[config.mk]
export PLATFORM = sky130hd
export DESIGN_NAME = http_request_line_parser
export DESIGN_NICKNAME = d
export VERILOG_FILES = /design/src/sv/hrlp_pkg.sv /design/src/sv/hrlp_step.sv /design/src/sv/http_request_line_parser.sv
export VERILOG_INCLUDE_DIRS = /design/src /design/src/sv
export SDC_FILE = /design/constraint.sdc
export NUM_CORES = 1
export LEC_CHECK = 0
export BUFFER_PORTS_ARGS = -buffer_cell sky130_fd_sc_hd__buf_4
export CAP_MARGIN = 20
export CORE_UTILIZATION = 45
export CTS_CLUSTER_DIAMETER = 30
export DETAILED_ROUTE_END_ITERATION = 7
export PLACE_DENSITY = 0.6
export SLEW_MARGIN = 10
export SYNTH_ARGS = -nofsm -noshare
export SYNTH_HDL_FRONTEND = slang
export SYNTH_SLANG_ARGS = --single-unit
[constraint.sdc]
create_clock -name clock -period 4.2 [get_ports clock]
set_clock_uncertainty 0.05 [all_clocks]
set_input_delay 0.84 -clock clock [delete_from_list [all_inputs] [get_ports clock]]
set_output_delay 0.84 -clock clock [all_outputs]
set_load 0.02 [all_outputs]
[src/sv/http_request_line_parser_assert.svh]
// assertion macros for the request line parser
// used by the top level, which provides clock and reset in scope
`ifndef HTTP_REQUEST_LINE_PARSER_ASSERT_SVH
`define HTTP_REQUEST_LINE_PARSER_ASSERT_SVH

// same-cycle implication
`define HRLP_ASSERT_NOW(label, ante, cons) \
   label: assert property (@(posedge clock) disable iff (reset) (ante) |-> (cons)) \
      else $error("hrlp: same-cycle check failed");

// next-cycle implication
`define HRLP_ASSERT_NEXT(label, ante, cons) \
   label: assert property (@(posedge clock) disable iff (reset) (ante) |=> (cons)) \
      else $error("hrlp: next-cycle check failed");

`endif

[src/sv/hrlp_pkg.sv]
// types, codes and match tables for the request line parser
// no dependencies
`default_nettype none

package hrlp_pkg;

   localparam int unsigned CountWidth = 8;
   localparam int unsigned CsrIndexWidth = 1;

   localparam logic [CsrIndexWidth-1:0] CSR_METHOD_LIMIT  = 1'b0;
   localparam logic [CsrIndexWidth-1:0] CSR_VERSION_LIMIT = 1'b1;

   localparam logic [7:0] METHOD_LIMIT_RESET  = 8'd16;
   localparam logic [7:0] VERSION_LIMIT_RESET = 8'd16;

   localparam logic [1:0] SEC_METHOD  = 2'd0;
   localparam logic [1:0] SEC_PATH    = 2'd1;
   localparam logic [1:0] SEC_QUERY   = 2'd2;
   localparam logic [1:0] SEC_VERSION = 2'd3;

   localparam logic [2:0] CLS_METHOD   = 3'd0;
   localparam logic [2:0] CLS_SPACE    = 3'd1;
   localparam logic [2:0] CLS_PATH     = 3'd2;
   localparam logic [2:0] CLS_QUESTION = 3'd3;
   localparam logic [2:0] CLS_QUERY    = 3'd4;
   localparam logic [2:0] CLS_VERSION  = 3'd5;

   localparam logic [2:0] ST_OK           = 3'd0;
   localparam logic [2:0] ST_NO_SPACE1    = 3'd1;
   localparam logic [2:0] ST_NO_SPACE2    = 3'd2;
   localparam logic [2:0] ST_METHOD_LEN   = 3'd3;
   localparam logic [2:0] ST_EMPTY_TARGET = 3'd4;
   localparam logic [2:0] ST_EMPTY_PATH   = 3'd5;
   localparam logic [2:0] ST_VERSION_LEN  = 3'd6;

   localparam logic [2:0] GET_DONE = 3'd3;
   localparam logic [2:0] GET_FAIL = 3'd4;
   localparam logic [3:0] VER_DONE = 4'd8;
   localparam logic [3:0] VER_FAIL = 4'd9;

   localparam logic [7:0] CHAR_SPACE    = 8'h20;
   localparam logic [7:0] CHAR_QUESTION = 8'h3F;

   typedef struct packed {
      logic [7:0] line_byte;
      logic       line_end;
   } hrlp_req_type;

   typedef struct packed {
      logic [7:0] data_byte;
      logic [2:0] byte_class;
      logic       line_done;
      logic [2:0] status;
      logic       is_get;
      logic       is_http11;
   } hrlp_rsp_type;

   typedef struct packed {
      logic [1:0]            section;
      logic [CountWidth-1:0] method_count;
      logic [CountWidth-1:0] target_count;
      logic                  empty_path_seen;
      logic [CountWidth-1:0] version_count;
      logic [2:0]            get_match;
      logic [3:0]            version_match;
   } hrlp_state_type;

   localparam hrlp_state_type STATE_CLEAR = '{
      section: SEC_METHOD, method_count: '0, target_count: '0,
      empty_path_seen: 1'b0, version_count: '0, get_match: '0, version_match: '0};

   function automatic logic [7:0] get_char(input logic [1:0] idx);
      logic [7:0] c;
      case (idx)
         2'd0:    c = 8'h47; // G
         2'd1:    c = 8'h45; // E
         default: c = 8'h54; // T
      endcase
      return c;
   endfunction

   function automatic logic [7:0] ver_char(input logic [2:0] idx);
      logic [7:0] c;
      case (idx)
         3'd0:    c = 8'h48; // H
         3'd1:    c = 8'h54; // T
         3'd2:    c = 8'h54; // T
         3'd3:    c = 8'h50; // P
         3'd4:    c = 8'h2F; // /
         3'd5:    c = 8'h31; // 1
         3'd6:    c = 8'h2E; // .
         default: c = 8'h31; // 1
      endcase
      return c;
   endfunction

   function automatic logic [CountWidth-1:0] sat_inc(input logic [CountWidth-1:0] v);
      return (v == '1) ? v : v + 1'b1;
   endfunction

endpackage

`default_nettype wire

[src/sv/hrlp_step.sv]
// per-byte classification, state update and end-of-line status
// depends on hrlp_pkg
`default_nettype none

module hrlp_step (
   input  hrlp_pkg::hrlp_state_type state,
   input  hrlp_pkg::hrlp_req_type   req,
   input  logic [7:0]               method_limit,
   input  logic [7:0]               version_limit,
   output hrlp_pkg::hrlp_state_type state_next,
   output hrlp_pkg::hrlp_rsp_type   rsp
);
   import hrlp_pkg::*;

   hrlp_state_type upd;
   logic [2:0]     cls;
   logic [7:0]     b;

   assign b = req.line_byte;

   always_comb begin
      upd = state;
      cls = CLS_METHOD;
      unique case (state.section)
         SEC_METHOD: begin
            if (b == CHAR_SPACE) begin
               cls = CLS_SPACE;
               upd.section = SEC_PATH;
            end else begin
               cls = CLS_METHOD;
               upd.method_count = sat_inc(state.method_count);
               if (state.get_match < GET_DONE && b == get_char(state.get_match[1:0]))
                  upd.get_match = state.get_match + 3'd1;
               else
                  upd.get_match = GET_FAIL;
            end
         end
         SEC_PATH: begin
            if (b == CHAR_SPACE) begin
               cls = CLS_SPACE;
               upd.section = SEC_VERSION;
            end else if (b == CHAR_QUESTION) begin
               cls = CLS_QUESTION;
               if (state.target_count == '0)
                  upd.empty_path_seen = 1'b1;
               upd.target_count = sat_inc(state.target_count);
               upd.section = SEC_QUERY;
            end else begin
               cls = CLS_PATH;
               upd.target_count = sat_inc(state.target_count);
            end
         end
         SEC_QUERY: begin
            if (b == CHAR_SPACE) begin
               cls = CLS_SPACE;
               upd.section = SEC_VERSION;
            end else begin
               cls = CLS_QUERY;
               upd.target_count = sat_inc(state.target_count);
            end
         end
         default: begin
            cls = CLS_VERSION;
            upd.version_count = sat_inc(state.version_count);
            if (state.version_match < VER_DONE && b == ver_char(state.version_match[2:0]))
               upd.version_match = state.version_match + 4'd1;
            else
               upd.version_match = VER_FAIL;
         end
      endcase
   end

   always_comb begin
      rsp = '0;
      rsp.data_byte  = b;
      rsp.byte_class = cls;
      rsp.line_done  = req.line_end;
      if (req.line_end) begin
         // priority order: lowest code that applies wins
         if (upd.section == SEC_METHOD)
            rsp.status = ST_NO_SPACE1;
         else if (upd.section != SEC_VERSION)
            rsp.status = ST_NO_SPACE2;
         else if (upd.method_count == '0 || upd.method_count >= method_limit)
            rsp.status = ST_METHOD_LEN;
         else if (upd.target_count == '0)
            rsp.status = ST_EMPTY_TARGET;
         else if (upd.empty_path_seen)
            rsp.status = ST_EMPTY_PATH;
         else if (upd.version_count == '0 || upd.version_count >= version_limit)
            rsp.status = ST_VERSION_LEN;
         else
            rsp.status = ST_OK;
         rsp.is_get    = (upd.get_match == GET_DONE);
         rsp.is_http11 = (upd.version_match == VER_DONE);
      end
   end

   assign state_next = req.line_end ? STATE_CLEAR : upd;

endmodule

`default_nettype wire

[src/sv/http_request_line_parser.sv]
// Streaming HTTP request line parser, one byte per transaction.
// req channel: one byte of the request line plus a flag on its final byte.
// rsp channel: the byte passed through with its class (method, separator
//   space, path, question mark, query, version); on the final byte also the
//   status and the GET / HTTP/1.1 match flags, which read zero elsewhere.
// csr port: write-only, index 0 method_limit, index 1 version_limit, taken
//   on any cycle with csr_write high; change them only between lines.
// Result: registered; it appears in the cycle after the byte is accepted.
// Throughput: one byte per cycle while the receiver takes results; the
//   per-byte state update and the end-of-line status are combinational.
// Stall: req_ready follows rsp_ready while a result is held, so the block
//   keeps taking bytes while the receiver takes results; a held result
//   stays unchanged until taken.
// Reset: clears the parse state and the result valid, and sets both
//   limits to 16. The line state also clears after every final byte.
// Depends on hrlp_pkg, hrlp_step and http_request_line_parser_assert.svh.
`default_nettype none

module http_request_line_parser (
   input  logic                                   clock,
   input  logic                                   reset,
   input  logic                                   req_valid,
   output logic                                   req_ready,
   input  hrlp_pkg::hrlp_req_type                 req_data,
   output logic                                   rsp_valid,
   input  logic                                   rsp_ready,
   output hrlp_pkg::hrlp_rsp_type                 rsp_data,
   input  logic                                   csr_write,
   input  logic [hrlp_pkg::CsrIndexWidth-1:0]     csr_index,
   input  logic [7:0]                             csr_data
);
   import hrlp_pkg::*;

   hrlp_state_type state_ff, state_in;
   hrlp_rsp_type   rsp_ff, rsp_in;
   logic           rsp_valid_ff, rsp_valid_in;
   logic [7:0]     method_limit_ff, version_limit_ff;
   logic           req_accept;

   assign req_ready  = !rsp_valid_ff || rsp_ready;
   assign req_accept = req_valid && req_ready;

   hrlp_step u_step (
      .state         (state_ff),
      .req           (req_data),
      .method_limit  (method_limit_ff),
      .version_limit (version_limit_ff),
      .state_next    (state_in),
      .rsp           (rsp_in)
   );

   always_comb begin
      rsp_valid_in = rsp_valid_ff;
      if (req_accept)
         rsp_valid_in = 1'b1;
      else if (rsp_ready)
         rsp_valid_in = 1'b0;
   end

   always_ff @(posedge clock) begin
      if (reset) begin
         state_ff     <= STATE_CLEAR;
         rsp_valid_ff <= 1'b0;
      end else begin
         rsp_valid_ff <= rsp_valid_in;
         if (req_accept)
            state_ff <= state_in;
      end
   end

   always_ff @(posedge clock) begin
      if (req_accept)
         rsp_ff <= rsp_in;
   end

   always_ff @(posedge clock) begin
      if (reset) begin
         method_limit_ff  <= METHOD_LIMIT_RESET;
         version_limit_ff <= VERSION_LIMIT_RESET;
      end else if (csr_write) begin
         unique case (csr_index)
            CSR_METHOD_LIMIT:  method_limit_ff  <= csr_data;
            CSR_VERSION_LIMIT: version_limit_ff <= csr_data;
            default: ;
         endcase
      end
   end

   assign rsp_valid = rsp_valid_ff;
   assign rsp_data  = rsp_ff;

`include "http_request_line_parser_assert.svh"

   // line state is back to the start after a final byte
   `HRLP_ASSERT_NEXT(a_clear_after_end, req_accept && req_data.line_end, state_ff == STATE_CLEAR)
   // status and match flags only on the final byte
   `HRLP_ASSERT_NOW(a_status_only_at_end, rsp_valid_ff && !rsp_ff.line_done, rsp_ff.status == ST_OK && !rsp_ff.is_get && !rsp_ff.is_http11)
   // match trackers never pass their fail codes
   `HRLP_ASSERT_NOW(a_match_range, 1'b1, state_ff.get_match <= GET_FAIL && state_ff.version_match <= VER_FAIL)
   // version bytes only come once the second space has been seen
   `HRLP_ASSERT_NOW(a_version_class, req_accept && state_ff.section != SEC_VERSION, rsp_in.byte_class != CLS_VERSION)

endmodule

`default_nettype wire
-- Word-level counts from Yosys, hierarchy flattened
Index checks and enable logic that the tools add are counted.
- add/sub/neg operators: 5
- magnitude comparators: 4
- equal/unequal tests: 18
- mux-type cells: 41
- bitwise operators: 2
- reductions and logical operators: 22
- operator list (kind ; number):
    2-to-1 mux 8 bit ; 10
    one-hot mux 7 bit (5 select lines) ; 1
    2-to-1 mux 34 bit ; 1
    logical NOT 8 bit ; 4
    adder 8 x 1 -> 8 bit, second input constant ; 3
    == test 8 bit, second input constant ; 3
    2-to-1 mux 3 bit ; 7
    == test 8 x 6 -> 1 bit, second input constant ; 2
    == test 8 bit ; 2
    greater-or-equal comparator 8 bit ; 2
    one-hot mux 8 bit (2 select lines) ; 1
    2-to-1 mux 2 bit ; 7
    one-hot mux 5 bit (2 select lines) ; 1
    == test 3 x 2 -> 1 bit, second input constant ; 3
    2-to-1 mux 9 bit ; 1
    one-hot mux 3 bit (3 select lines) ; 1
    2-to-1 mux 1 bit ; 8
    2-to-1 mux 4 bit ; 2
    == test 3 bit, second input constant ; 2
    logical NOT 2 bit ; 3
    one-hot mux 2 bit (3 select lines) ; 1
    adder 4 x 1 -> 4 bit, second input constant ; 1
    == test 2 x 1 -> 1 bit, second input constant ; 2
    == test 4 bit, second input constant ; 1
    16 further kinds ; 23
- bits in registers: 68
- input bits: 23
- output and inout bits: 19
- logic and storage cells: 110

-- Logic depth before layout (Yosys ltp)
- depth after elaboration: 11
- gate-level depth with buffers: 14
- depth with buffers taken out: 14

-- By module
A second synthesis with hierarchy kept.
- cell total of the unflattened synthesis: 592
- area total of the unflattened synthesis: 5143.7 µm²
- by module, submodules not included (module ; times used ; cells an instance ; area an instance (µm²) ; sequential area each (µm²)):
    http_request_line_parser ; 1 ; 250 ; 2747.6 ; 1531.5
    hrlp_step ; 1 ; 342 ; 2396.0 ; 0.0

-- Least setup slack after synthesis
No wires, ideal clock.
- path type: input-to-reg
- start point: input port req_data[7] (netlist name)
- end point: register rsp_ff, in the netlist rsp_data[3] (data pin)
- arrival: 3.102 ns
- required time: 3.874 ns
- slack: 0.772 ns
- stages on the path: 11
- buffers on the path: 0
- cells stage by stage: or4b_4 o21ai_2 a41oi_2 mux2_2 ha_1 a211oi_1 o211ai_1 a21oi_1 and3_1 a21o_2 o31ai_1
- word-level cells in the longest chain between the ends: 8
- RTL lines (element ; RTL line ; source):
    from (decl) ; http_request_line_parser.sv:24 ; input hrlp_pkg::hrlp_req_type req_data,
    branches (longest 8 deep; another with greater-or-equal comparator 8 bit) ; -- ;
    to (signal assigned) ; http_request_line_parser.sv:73 ; rsp_ff <= rsp_in;
    to (decl) ; http_request_line_parser.sv:35 ; hrlp_rsp_type rsp_ff, rsp_in;
Parallel ways; which one is timed is not known.
A chain may end at the register's enable or synchronous reset.

-- Worst setup path in the final report
Ends and elaborated chain as after synthesis.

==> impl_metrics.yaml <==
synthesis:
  ys_ff_latch: 68
  synth_ff_type: "dfxtp_1"
  syn-cell-area_mm2: 0.00439
  synth_edf_count: 17
  avgSynthCellArea_um2: 8.34
  syn_nets: 582
  ys_types: 67
  yosysSeqAreaShare_pct: 34.9
  synth_cells: 526
  ys_warn_count: 0
  async_flop_share_pct: 0
worst_setup_path:
  cp-startpoint: "req_data[7]"
  cp.required_ns: 4.25
  critPathLaunchType: "input port"
  critPathKind: "in2reg"
  end_kind: "register"
  worstPathCellList: "buf_4 -> or4b_4 -> o21ai_2 -> a41oi_2 -> xnor2_1 -> ha_1 -> nand2b_1 -> a211oi_1 -> o211ai_1 -> a21oi_1 -> and3_1 -> a21o_2 -> o31ai_1"
  crit_family: "compound AO/OA/AOI/OAI gates"
  r2r_start: "state_ff[33]$_SDFFE_PP0P_"
  cp.arrival_ns: 3.65
  path_buf_inv: 1
  slowest_stage: "or4b_4"
  cpPeakStageDelay_ns: 0.58
  cp_max_fo: 9
global_route:
  antenna_found_initial: 0
  grt_pass1_vias: 3637
  grt_pass1_wl_um: 17600
  grt-ovfl-total: 0
  track_usage_pct: 21.8
  grt_max_degree: 53
sta:
  fmax_mhz: 278
  setup_ws_ns: 0.600
  post-route-period-util_pct: 85.7
  worstMarginPinSlew_ns: 0.669
  final-max-slew-violation-count: 0
  hold_violations: 0
  setup_viol: 0
  fin_setup_tns_ns: 0
  fin_crit_ns: 3.60
  slew_headroom_pct: 55.3
  grt_setup_unrepaired: "false"
floorplan:
  die_h_um: 101
  die_w_um: 101
  coreArea_mm2: 0.00933
  io_pins: 42
  die-area_mm2: 0.0101
  start_util_pct: 47.0
  placement_rows: 35
cts:
  cts_sinks: 68
  clk_pin_slew_ns: 0.07
  cts_tree: "done"
  ctsHtreeMaxLevel: 3
  clk_latency_ns: 0.35
  cts_setup_buffers: 0
  holdBufCountCts: 0
  cts-root-buf: "clkbuf_8"
  cts_buffers: 9
  cts_max_path_buffers: 2
  cts_resized: 0
detailed_routing:
  first_iter_violations: 122
  num_vias: 3853
  postRouteAntennaNets: 0
  dr.pass1.iters: 4
  drc: 0
  vias_per_cell: 5.58
  wl_um: 10300
  routedWlPerCell_um: 14.9
final_layout:
  diodes: 0
  fin_nets: 613
  multiInputGateArea_mm2: 0.00263
  seq_area_mm2: 0.00153
  design_area_mm2: 0.00498
  area_growth_pct: 13.6
  drive_above_1_share_pct: 16.4
  fill_cells: 888
hold_path:
  min_path_type: "reg2reg"
  min_from: "version_limit_ff[1]$_SDFFE_PP0P_"
placement:
  dp_slack_ns: 0.262
  port_buffers: 41
  hpwlAfterDp_um: 7280
  place.gp.congestion: 0.803
  placed_area_mm2: 0.00479
status:
  outcome: "finished clean"
pwr:
  ir_drop_mv: 0.145
  power.leakage_uw: 0.00194
  powerDensity_mw_per_mm2: 278
job:
  cap_violations: 0
cell usage after synthesis (3+ instances only):
| master | count | area share (%) |
|---|---|---|
| nor3_1 | 15 | 1.7 |
| xor2_1 | 8 | 1.6 |
| o21ai_0 | 15 | 1.7 |
| buf_2 | 5 | 0.57 |
| or2_2 | 3 | 0.43 |
| ha_1 | 33 | 9.4 |
| o22ai_1 | 3 | 0.43 |
| a21o_1 | 3 | 0.51 |
| nand4_1 | 8 | 1.1 |
| a211oi_1 | 5 | 0.86 |
| nand2b_1 | 9 | 1.3 |
| clkbuf_1 | 21 | 1.8 |
| and2_1 | 3 | 0.43 |
| inv_1 | 33 | 2.8 |
| or3_1 | 5 | 0.71 |
| a31oi_1 | 9 | 1.3 |
| mux2i_1 | 3 | 0.68 |
| nand3b_1 | 3 | 0.51 |
| nand3_1 | 20 | 2.3 |
| a211o_1 | 4 | 0.80 |
| nor4_2 | 3 | 0.86 |
| a22oi_1 | 18 | 3.1 |
| and4_1 | 5 | 1.0 |
| or4_1 | 3 | 0.51 |
| edfxtp_1 | 17 | 12 |
| nor2_1 | 57 | 4.9 |
| and3_1 | 9 | 1.3 |
| dfxtp_1 | 51 | 23 |
| mux2_2 | 6 | 1.5 |
| a21oi_1 | 45 | 5.1 |
| nand2_1 | 48 | 4.1 |
| xnor2_1 | 7 | 1.4 |
| nor2b_1 | 6 | 0.86 |
logic make-up (layout without fill, tap and decap cells):
kind of cell    after synthesis  in the layout  share of synthesized area [%]
compound gates              130            130                           20.0
fa+ha+maj                    33             33                           9.41
flops                        68             68                           34.9
xor+xnor                     15             15                           2.99
buf+inv                      59             95                           5.19
mux                           9              9                           2.22
simple gates                212            212                           25.3
metrics by stage:
stage	total power [µW]	instances	hold WS, ns	util [%]
floorplan	793	526	0.385	-
global route	1440	691	0.424	53.4
global placement	854	675	0.396	51.4
finish	1390	691	0.406	53.4
CTS	1400	691	0.409	53.4
detailed placement	856	675	0.398	51.4
area by class of cell:
type	instances	area share, %
clock buffers	11	2.84
flip-flops and latches	68	30.7
repair buffers	46	6.93
well taps	129	3.24
multi-input cells	399	52.7
inverters	33	2.49
clock inverters	5	1.03
routing by layer:
layer,routed length [µm],vias to the layer above,GRT usage [%]
li1,-,1969,-
met1,5110,1801,28.4
met2,4620,65,36.4
met3,341,18,3.95
met4,202,0,7.80
met5,0,-,0
worst min-delay path: stages (launching register included):
cell and delay [ns]:
dfxtp_1 0.31, nand2_1 0.05, a21oi_1 0.05
sequential cells by signal, indices dropped and copies added, names as in the netlist:
signal	cells
method_limit_ff	8
rsp_data	17
rsp_valid	1
state_ff	34
version_limit_ff	8
worst paths after layout:
check | end | depth (start not counted) | slack, ns
min reg2reg | version_limit_ff[1]$_SDFFE_PP0P_ | 2 | 0.41
min | version_limit_ff[1]$_SDFFE_PP0P_ | 2 | 0.41
max | rsp_data[3]$_SDFFCE_PP0P_ | 13 | 0.60
max reg2reg | rsp_data[4]$_SDFFCE_PP0P_ | 13 | 0.66
power by group:
group          leakage (µW)  total [µW]  switching [µW]  internal, µW
sequential         0.000581         698            8.80           689
combinational       0.00126         142            87.2          55.0
clock             0.0000967         547             260           287
layout by cell type (no fill, tap or decap), types with 4 or more instances in the layout:
cell and count:
nor2_1 57, inv_1 33, a211o_1 4, mux2_2 6
a31oi_1 9, dfxtp_1 51, a211oi_1 5, ha_1 33
nor3_1 15, and3_1 9, xnor2_1 7, nand2_1 48
buf_4 46, nor2b_1 6, and4_1 5, nand3_1 20
nand4_1 8, edfxtp_1 17, o21ai_0 15, a22oi_1 18
a21oi_1 45, or3_1 5, clkbuf_8 10, xor2_1 8
nand2b_1 9
Power figures use the tool's default switching activity.
